===== src/rtl/assert_macros.svh =====
// Assertion macros shared by the scan core modules.
`ifndef ASSERT_MACROS_SVH
`define ASSERT_MACROS_SVH

// Checks a property on every rising clock edge outside of reset.
`define CSMS_ASSERT(label, prop, msg) \
  label: assert property (@(posedge clk) disable iff (rst) (prop)) else $error(msg);

// Checks that a condition in one cycle implies a property in the next cycle.
`define CSMS_ASSERT_NEXT(label, cond, prop, msg) \
  label: assert property (@(posedge clk) disable iff (rst) (cond) |=> (prop)) else $error(msg);

`endif


===== src/rtl/csms_pkg.sv =====
// Shared types and constants of the chunk symbol match scan core.
`timescale 1ns / 1ps
`default_nettype none

package csms_pkg;

  // Input item op codes.
  localparam logic [1:0] OP_LOAD  = 2'd0;
  localparam logic [1:0] OP_DATA  = 2'd1;
  localparam logic [1:0] OP_START = 2'd2;

  // Command kinds passed from the front to the back.
  localparam logic [1:0] CMD_LOAD  = 2'd0;
  localparam logic [1:0] CMD_DATA  = 2'd1;
  localparam logic [1:0] CMD_START = 2'd2;

  // Configuration register indexes.
  localparam logic CFG_SYMBOL_COUNT = 1'b0;
  localparam logic CFG_MAX_OFFSETS  = 1'b1;

  localparam int CFG_DATA_BITS = 20;
  localparam int COUNT_BITS    = 20;
  localparam int OFFSET_BITS   = 40;
  localparam int SYMCNT_BITS   = 7;

  // Command queue between front and back.
  localparam int CQ_DEPTH    = 4;
  localparam int CQ_PTR_BITS = 2;
  localparam int CQ_CNT_BITS = 3;

  // Result queue at the output of the back.
  localparam int RQ_DEPTH    = 4;
  localparam int RQ_PTR_BITS = 2;
  localparam int RQ_CNT_BITS = 3;

  typedef struct packed {
    logic [1:0]  op;
    logic [5:0]  slot;
    logic [63:0] word;
  } in_item_t;

  typedef struct packed {
    logic [39:0] chunk_offset;
    logic [19:0] match_number;
  } out_item_t;

  typedef struct packed {
    logic [1:0]  kind;
    logic [5:0]  slot;
    logic [63:0] word;
  } cmd_t;

endpackage

`default_nettype wire


===== src/rtl/csms_front.sv =====
// Front part: accepts input items, classifies them and queues commands.
`timescale 1ns / 1ps
`default_nettype none

`include "assert_macros.svh"

module csms_front #(
  parameter int SYMBOL_SLOTS = 64
) (
  input  logic              clk,
  input  logic              rst,
  input  logic              push,
  output logic              full,
  input  csms_pkg::in_item_t item,
  output logic              cmd_valid,
  output csms_pkg::cmd_t    cmd,
  input  logic              take
);

  csms_pkg::cmd_t                         cq_mem [csms_pkg::CQ_DEPTH];
  logic [csms_pkg::CQ_PTR_BITS-1:0]       wr_ptr;
  logic [csms_pkg::CQ_PTR_BITS-1:0]       rd_ptr;
  logic [csms_pkg::CQ_CNT_BITS-1:0]       count;
  logic [csms_pkg::CQ_CNT_BITS-1:0]       count_next;
  csms_pkg::cmd_t                         cmd_in;
  logic                                   keep;
  logic                                   wr_en;
  logic                                   rd_en;

  // Loads to slots past the table and the unused op code are dropped here.
  always_comb begin
    keep        = 1'b0;
    cmd_in.kind = csms_pkg::CMD_DATA;
    cmd_in.slot = item.slot;
    cmd_in.word = item.word;
    case (item.op)
      csms_pkg::OP_LOAD: begin
        keep        = (32'(item.slot) < SYMBOL_SLOTS);
        cmd_in.kind = csms_pkg::CMD_LOAD;
      end
      csms_pkg::OP_DATA: begin
        keep        = 1'b1;
        cmd_in.kind = csms_pkg::CMD_DATA;
      end
      csms_pkg::OP_START: begin
        keep        = 1'b1;
        cmd_in.kind = csms_pkg::CMD_START;
      end
      default: begin
        keep = 1'b0;
      end
    endcase
  end

  assign full      = (count == csms_pkg::CQ_CNT_BITS'(csms_pkg::CQ_DEPTH));
  assign cmd_valid = (count != '0);
  assign cmd       = cq_mem[rd_ptr];
  assign wr_en     = push && !full && keep;
  assign rd_en     = take && cmd_valid;

  always_comb begin
    count_next = count;
    if (wr_en && !rd_en) begin
      count_next = count + 1'b1;
    end else if (!wr_en && rd_en) begin
      count_next = count - 1'b1;
    end
  end

  always_ff @(posedge clk) begin
    if (rst) begin
      wr_ptr <= '0;
      rd_ptr <= '0;
      count  <= '0;
    end else begin
      count <= count_next;
      if (wr_en) begin
        wr_ptr <= wr_ptr + 1'b1;
      end
      if (rd_en) begin
        rd_ptr <= rd_ptr + 1'b1;
      end
    end
  end

  always_ff @(posedge clk) begin
    if (wr_en) begin
      cq_mem[wr_ptr] <= cmd_in;
    end
  end

  `CSMS_ASSERT(a_cq_bound, count <= csms_pkg::CQ_CNT_BITS'(csms_pkg::CQ_DEPTH), "command queue overflow")
  `CSMS_ASSERT_NEXT(a_cq_fill, wr_en && !rd_en, count == $past(count) + 1'b1, "command queue lost a transfer")

endmodule

`default_nettype wire


===== config.mk =====
export PLATFORM = sky130hd
export DESIGN_NAME = csms_front
export DESIGN_NICKNAME = d
export VERILOG_FILES = /design/src/rtl/csms_pkg.sv /design/src/rtl/csms_front.sv
export VERILOG_INCLUDE_DIRS = /design/src /design/src/rtl
export SDC_FILE = /design/constraint.sdc
export NUM_CORES = 1
export LEC_CHECK = 0
export BUFFER_PORTS_ARGS = -buffer_cell sky130_fd_sc_hd__buf_2
export CORE_MARGIN = 5
export CORE_UTILIZATION = 45
export CTS_CLUSTER_DIAMETER = 50
export DETAILED_ROUTE_END_ITERATION = 8
export PLACE_DENSITY_LB_ADDON = 0.12
export SLEW_MARGIN = 20
export SYNTH_ARGS = -nofsm -noshare
export SYNTH_HDL_FRONTEND = slang
export SYNTH_SLANG_ARGS = --single-unit
export TNS_END_PERCENT = 10

===== constraint.sdc =====
create_clock -name clk -period 5.8 [get_ports clk]
set_input_delay 0.58 -clock clk [delete_from_list [all_inputs] [get_ports clk]]
set_output_delay 0.58 -clock clk [all_outputs]
set_load 0.01 [all_outputs]

Word level (Yosys, flattened, before mapping)

Memory sizes are Yosys's and may differ from the RTL's. A register that Yosys moved wholly into a read port is not among the register bits.
Index checks and enable logic that the tools add are counted.

Add/sub/neg operators: 4
Multipliers: 0
Div/mod/pow operators: 0
$lt $le $gt $ge: 0
Equal/unequal tests: 3
Shifts and indexed selects: 0
Multiplexer cells: 8
Bitwise gates (word level): 0
Reductions and logical operators: 12

Operators with widths:

| operator              | number |
|---|---|
| $mux W3               | 2 |
| $logic_and A1 B1 Y1   | 5 |
| $add A2 B1 Y2 const B | 2 |
| $mux W2               | 2 |
| $pmux W2 S2           | 1 |
| $add A3 B1 Y3 const B | 1 |
| $eq A3 B3 Y1 const B  | 1 |
| $logic_not A1 Y1      | 3 |
| $mux W1               | 3 |
| $reduce_bool A3 Y1    | 1 |
| $reduce_or A3 Y1      | 1 |
| $sub A3 B1 Y3 const B | 1 |
| $eq A2 B1 Y1 const B  | 1 |
| $eq A2 B2 Y1 const B  | 1 |
| $logic_not A2 Y1      | 1 |
| $reduce_bool A2 Y1    | 1 |

Register bits: 7
Latch bits: 0
RAM bits: 288
Memory bits (read-only): 0
Output and inout bits: 74
Memories kept: 1

Memories:

| name   | depth | bits a word | read ports | clocked after memory_dff | write ports | line             | RTL |
|---|---|---|---|---|---|---|---|
| cq_mem | 4     | 72          | 1          | 1                        | 1           | csms_front.sv:20 | `csms_pkg::cmd_t cq_mem [csms_pkg::CQ_DEPTH];` |

Longest topological paths before layout

Gate-level depths: netlist (run 1).

Depth in word-level cells: 8
Mapped depth: 8

Least setup slack after synthesis (run 1)

OpenSTA, ideal clock, no wires.

Kind: input port to flip-flop
Start: input port item[70] in the netlist's numbering
End: memory cq_mem[0][0] in the netlist's numbering, enable pin
Library setup time: 0.438 ns
Arrival time: 2.665 ns
Data required time: 5.362 ns
Slack: 2.697 ns
Cell stages on the path: 2
Path buffers: 0
Cell sequence: a211oi_4 and2_1

Longest elaborated chain between the ends: 6
Elaborated cells on any way between the ends: 8
Classes of those cells: eq/ne: 2; mux: 3; reduce/logical: 3

Ends and longest elaborated chain:

| what                                 | line             | RTL |
|---|---|---|
| start, declared                      | csms_front.sv:14 | `input csms_pkg::in_item_t item,` |
| $eq A2 B2 Y1 (tied with other cells) | csms_front.sv:36 | `case (item.op)` |
| $reduce_or A3 Y1 (no source line) *  | n/a              |  |
| $mux W1 *                            | csms_front.sv:36 |  |
| $logic_and A1 B1 Y1 *                | csms_front.sv:58 | `assign wr_en = push && !full && keep;` |
| $mux W1 *                            | csms_front.sv:87 | `if (wr_en) begin` |
| $mux W1 (implied by the code) *      | csms_front.sv:88 | `cq_mem[wr_ptr] <= cmd_in;` |
| end, declared                        | csms_front.sv:20 |  |

Every way passes the cells marked *; elsewhere a longest branch is shown, timed or not.

==> run_results.csv, run 1 <==
group,metric,value,unit
drt,wl_per_cell,21.36,µm
synth,syn_inst,426,
clocking,clockRootBuffer,"clkbuf_16",
power,peakVddDrop,0.3146,mV
synth,synth.net_count,508,
synth,synth_top_cell_by_area,"edfxtp_1",
timing,rsz0062_at_grt,"no",
critical_path,r2r-start,"count[0]",
placed_design,portBuffers,149,
grt,grt_pass1_vias,5476,
timing,relSlewSlack,27.26,%
critical_path,reg2reg_depth,4,
placed_design,dp_hpwl,11720,µm
critical_path,crit_fanout,49,
timing,holdWs,0.2970,ns
clocking,cts_resized,0,
synth,ys_ff_latch,297,
drt,wl,20270,µm
clocking,hold_buffers,0,
clocking,clkTransAtPathRegs,0.06,ns
floorplanning,rows,57,
final_layout,layout_commonest_cell,"edfxtp_1",
grt,grt_max_degree,73,
power,p_leak,4.525,nW
drt,vias_per_cell,5.220,
grt,antenna_found_initial,2,
timing,finClkSkew,0.01185,ns
synth,synth-edff-count,288,
min_path,hold_path_class,"in2reg",
grt,grt_pass1_wl,31120,µm
critical_path,r2r-end,"cq_mem[1][63]",
synth,synth_cell_types,26,
drt,antenna_left,0,
floorplanning,floorplan.initialDensity,45.65,%
clocking,cts_tree,"done",
clocking,cts_inserted_buffers,34,
timing,min_period_over_period,59.23,%
floorplanning,die-area,27910,µm²
critical_path,crit_required,5.22,ns
synth,ys_top_cells_by_area,"edfxtp_1, mux4_1, mux4_2",
final_layout,fill_cells,1893,
run_status,status,"complete, no violations",
timing,hold_violations,0,
final_layout,final_cell_mix,"edfxtp_1, buf_2, mux4_1, clkbuf_16, mux4_2",
clocking,cts_max_path_buffers,3,
clocking,clk_latency,0.49,ns
synth,synth.cell_area,11100,µm²
floorplanning,core_area,24320,µm²
clocking,cts_sinks,297,
final_layout,drive_gt1_share,40.22,%
grt,grt_overflow_total,0,
clocking,cts-htree-levels,2,
timing,finalSetupTns,0,ns
critical_path,crit_end,"cmd[22]",
critical_path,endpoint_kind,"primary output",
run,maxCapViolCount,0,
synth,synth.top_cell.area_share,77.90,%
final_layout,areaGrowthSynthToFinish,19.32,%
critical_path,start_kind,"register",
drt,dr.pass1.iters,4,
synth,synth_area_per_cell,26.06,µm²
critical_path,path_class,"reg2out",
timing,timing.fmax,0.2911,GHz
floorplanning,io_pins,150,
final_layout,final_net_count,680,
timing,period_needed,3.435,ns
clocking,post_cts_buffers,0,
drt,vias,4954,
synth,async_flop_share,0,%
grt,grtUsageTotal,14.42,%
timing,drv_slew,0,
drt,drt_iter0_drc,299,
floorplanning,die_x,167.1,µm
synth,synth_seq_area_share,79.52,%
power,powerDensity,439.0,nW/µm²
placed_design,place_congestion,0.6949,
floorplanning,die_h,167.1,µm
critical_path,rrSetupSlack,3.12,ns
synth,ys_warn_count,0,
drt,drc,0,
timing,tightest_slew,1.091,ns
timing,finalSetupViolCount,0,
synth,ys.flop_type,"edfxtp_1",
critical_path,cp_data_arrival_time,2.86,ns
## critical path: stages, from the launching register on
cell and delay [ns]:
dfxtp_4 0.98, buf_4 0.56, mux4_1 0.65, buf_2 0.17
## layer usage
layer	vias to the layer above	global-route usage, %	share of wire (%)
met3	29	3.508	4.9
met5	-	0	0.17
li1	2211	-	-
met1	2578	18.61	43
met2	132	24.62	51
met4	4	4.055	1.6
## cell usage after synthesis, types with 2 or more instances
| library cell | count |
|---|---|
| edfxtp_1 | 288 |
| mux4_1 | 37 |
| mux4_2 | 35 |
| dfxtp_1 | 9 |
| buf_12 | 7 |
| buf_2 | 7 |
| nor2_1 | 7 |
| ha_1 | 5 |
| and2_1 | 4 |
| inv_1 | 4 |
| xor2_1 | 4 |
| clkbuf_1 | 3 |
| mux2i_1 | 2 |
| nand2b_1 | 2 |
## flip-flops by register name, indices dropped and copies added (netlist names), named ones only
register,count
rd_ptr,2
count,3
wr_ptr,2
cq_mem,288
## logic make-up after synthesis
logic type / after synthesis / share of synthesized area [%]
buf+inv: 22 / 1.916
fa+ha+maj: 6 / 0.7438
compound gates: 5 / 0.4620
simple gates: 17 / 0.8679
xor+xnor: 4 / 0.3155
flops: 297 / 79.52
mux: 75 / 16.17
## cell type report
class | instances | area (µm²) | share of cell area (%)
sequential | 297 | 8836 | 66.70
multi-input combinational | 107 | 2071 | 15.63
clock buffer | 41 | 940.9 | 7.103
timing repair buffer | 154 | 783.3 | 5.913
tap | 324 | 405.4 | 3.060
clock inverter | 21 | 192.7 | 1.455
inverter | 4 | 15.01 | 0.1133
antenna | 1 | 2.502 | 0.01889
## where the power goes
part / internal, mW / switching [mW] / leakage [nW]
logic: 0.534 / 0.481 / 1.27
registers: 2.54 / 0.164 / 2.70
clock network: 1.30 / 0.800 / 0.556
total: 4.37 / 1.44 / 4.53
## worst min path at each step
stage                     startpoint             to  slack, ns  cells after the start
after floorplan            wr_ptr[1]      wr_ptr[1]       0.48                      2
after global placement     wr_ptr[1]      wr_ptr[1]       0.49                      2
after detailed placement   wr_ptr[1]      wr_ptr[1]       0.51                      2
after CTS                   item[69]  cq_mem[0][69]       0.27                      1
after global routing        item[37]  cq_mem[2][37]       0.28                      1
final                       item[69]  cq_mem[3][69]       0.30                      1
## per-stage QoR
step / utilization (%) / instances / total power, mW / worst slack, ns / cell area, µm²
after global routing: 54.46 / 948 / 6.082 / 2.146 / 13240
after detailed placement: 49.80 / 886 / 3.802 / 2.779 / 12110
after CTS: 54.46 / 948 / 5.916 / 2.248 / 13240
after global placement: 49.80 / 886 / 3.777 / 2.779 / 12110
after floorplan: - / 426 / 3.455 / 2.697 / 11100
final: 54.47 / 949 / 5.815 / 2.365 / 13250
Note: power is estimated with default switching activity, not from simulation.
==> inputs of run 2 (changes only) <==
--- a/config.mk
+++ b/config.mk
@@ -6,6 +6,7 @@
 export SDC_FILE = /design/constraint.sdc
 export NUM_CORES = 1
 export LEC_CHECK = 0
+export ABC_AREA = 1
 export BUFFER_PORTS_ARGS = -buffer_cell sky130_fd_sc_hd__buf_2
 export CORE_MARGIN = 5
 export CORE_UTILIZATION = 45
==> constraint.sdc (replaced) <==
create_clock -name clk -period 3.3 [get_ports clk]
set_input_delay 0.33 -clock clk [delete_from_list [all_inputs] [get_ports clk]]
set_output_delay 0.33 -clock clk [all_outputs]
set_load 0.01 [all_outputs]
==> run_results.csv, run 2 <==
group,metric,value,unit
run_status,status,"complete, no violations",
power,powerDensity,724.9,nW/µm²
synth,synth_area_per_cell,14.48,µm²
synth,ys_warn_count,0,
synth,yosysMostFrequentCell,"edfxtp_1",
drt,dr.pass1.iters,4,
final_layout,antennaDiodeCount,0,
synth,synth_top_cell_by_area,"edfxtp_1",
synth,synth.cell_area,11150,µm²
run,maxCapViolCount,0,
power,p_leak,4.894,nW
synth,synth_seq_area_share,79.16,%
final_layout,layout_commonest_cell,"edfxtp_1",
grt,grt_overflow_total,0,
timing,finalSetupViolCount,0,
final_layout,largest_reg_flops,288,
final_layout,final_net_count,1063,
placed_design,dp_cells,1212,
drt,drt_iter0_drc,441,
timing,drv_slew,0,
final_layout,largest_registers,"cq_mem: 288 flops, count: 3 flops",
floorplanning,die-area,28030,µm²
clocking,clkTransAtPathRegs,0.06,ns
clocking,cts_resized,0,
grt,grt_max_degree,145,
placed_design,portBuffers,149,
floorplanning,rows,57,
synth,ys_top_cells_by_area,"edfxtp_1, o21ai_0, nor2_1",
timing,tightest_slew,0.8831,ns
grt,grt_pass1_wl,37890,µm
clocking,cts-htree-levels,1,
clocking,hold_buffers,58,
min_path,hold_path_class,"in2reg",
floorplanning,die_h,167.4,µm
grt,grtUsageTotal,16.77,%
synth,synthTopCellsByCount,"edfxtp_1, nor2_1, o21ai_0",
drt,vias_per_cell,5.177,
synth,async_flop_share,0,%
critical_path,start_kind,"register",
synth,synth-edff-count,288,
timing,min_period_over_period,81.56,%
grt,grt_pass1_vias,6925,
critical_path,crit_fanout,39,
floorplanning,io_pins,150,
timing,finClkSkew,0.006630,ns
timing,hold_violations,0,
power,peakVddDrop,0.5015,mV
clocking,clockRootBuffer,"clkbuf_16",
drt,drc,0,
drt,vias,6880,
power,power,10.04,mW
drt,wl_per_cell,18.04,µm
placed_design,dp_hpwl,13240,µm
floorplanning,core_area,24390,µm²
synth,syn_inst,770,
critical_path,path_class,"reg2out",
floorplanning,floorplan.initialDensity,45.73,%
final_layout,regMostFlops,"cq_mem",
final_layout,areaGrowthSynthToFinish,24.23,%
synth,synth.net_count,852,
critical_path,endpoint_kind,"primary output",
clocking,cts_inserted_buffers,31,
grt,antenna_found_initial,0,
drt,antenna_left,0,
clocking,cts_max_path_buffers,3,
timing,timing.fmax,0.3715,GHz
placed_design,place_congestion,0.7155,
timing,period_needed,2.691,ns
clocking,cts_sinks,297,
synth,synth.top_cell.area_share,77.54,%
drt,wl,23970,µm
synth,ys.flop_type,"edfxtp_1",
synth,synth_cell_types,18,
clocking,clk_latency,0.53,ns
synth,ys_ff_latch,297,
critical_path,cp_data_arrival_time,2.36,ns
timing,relSlewSlack,41.13,%
final_layout,stdcell_count,1329,
final_layout,fill_cells,2015,
final_layout,drive_gt1_share,21.49,%
timing,rsz0062_at_grt,"no",
final_layout,final_cell_mix,"edfxtp_1, nor2_1, buf_2",
timing,holdWs,0.02822,ns
floorplanning,die_x,167.4,µm
clocking,post_cts_buffers,0,
critical_path,crit_required,2.97,ns
clocking,cts_tree,"done",
## run 2: worst max-delay path: stages (launching register included)
cell and delay (ns):
dfxtp_2 0.90, buf_12 0.30, o21ai_0 0.12, o22ai_1 0.29, buf_2 0.19
## run 2: final timing paths
| check | start | to | slack, ns | cells past startpoint |
|---|---|---|---|---|
| setup / recovery | register | cmd[4] | 0.61 | 4 |
| hold / removal | item[51] | cq_mem[2][51] | 0.03 | 1 |
| setup reg to reg | count[1] | count[1] | 1.15 | 9 |
| hold reg to reg | rd_ptr[1] | register | 0.52 | 2 |
## run 2: cells by family after synthesis
kind of cell / synth area share (%)
simple gates: 6.103
xor+xnor: 0.07854
compound gates: 10.72
fa+ha+maj: 0.7404
flops: 79.16
buf+inv: 3.197
## run 2: per-layer routing
metal | GRT usage [%] | share of wire (%) | routed length [µm] | vias to the layer above
met5 | 0 | 0 | 0 | -
met4 | 3.352 | 1.5 | 351 | 0
met2 | 28.00 | 49 | 11690 | 169
li1 | - | - | - | 3300
met1 | 23.00 | 44 | 10500 | 3381
met3 | 3.701 | 6.0 | 1432 | 30
## run 2: metrics by stage
step	TNS [ns]	util, %	setup WS (ns)	cell area [µm²]
after floorplan	-256.51	-	-0.8907	11150
after global placement	0	50.55	1.043	12330
after detailed placement	0	50.55	1.023	12330
after CTS	0	56.73	0.5063	13840
after global routing	0	56.81	0.4250	13860
final	0	56.81	0.6085	13860
## run 2: layout make-up
| class | instances | area (µm²) | area share [%] |
|---|---|---|---|
| multi-input cells | 407 | 1998 | 14.42 |
| clock buffers | 39 | 805.8 | 5.815 |
| flip-flops and latches | 297 | 8833 | 63.75 |
| clock inverters | 18 | 120.1 | 0.8669 |
| well taps | 324 | 405.4 | 2.926 |
| repair buffers | 225 | 1617 | 11.67 |
| inverters | 19 | 76.32 | 0.5508 |
## run 2: power by group
group	leakage [nW]	internal (mW)	switching, mW
combinational	1.74	0.826	1.49
sequential	2.70	4.47	0.106
clock	0.452	1.80	1.34
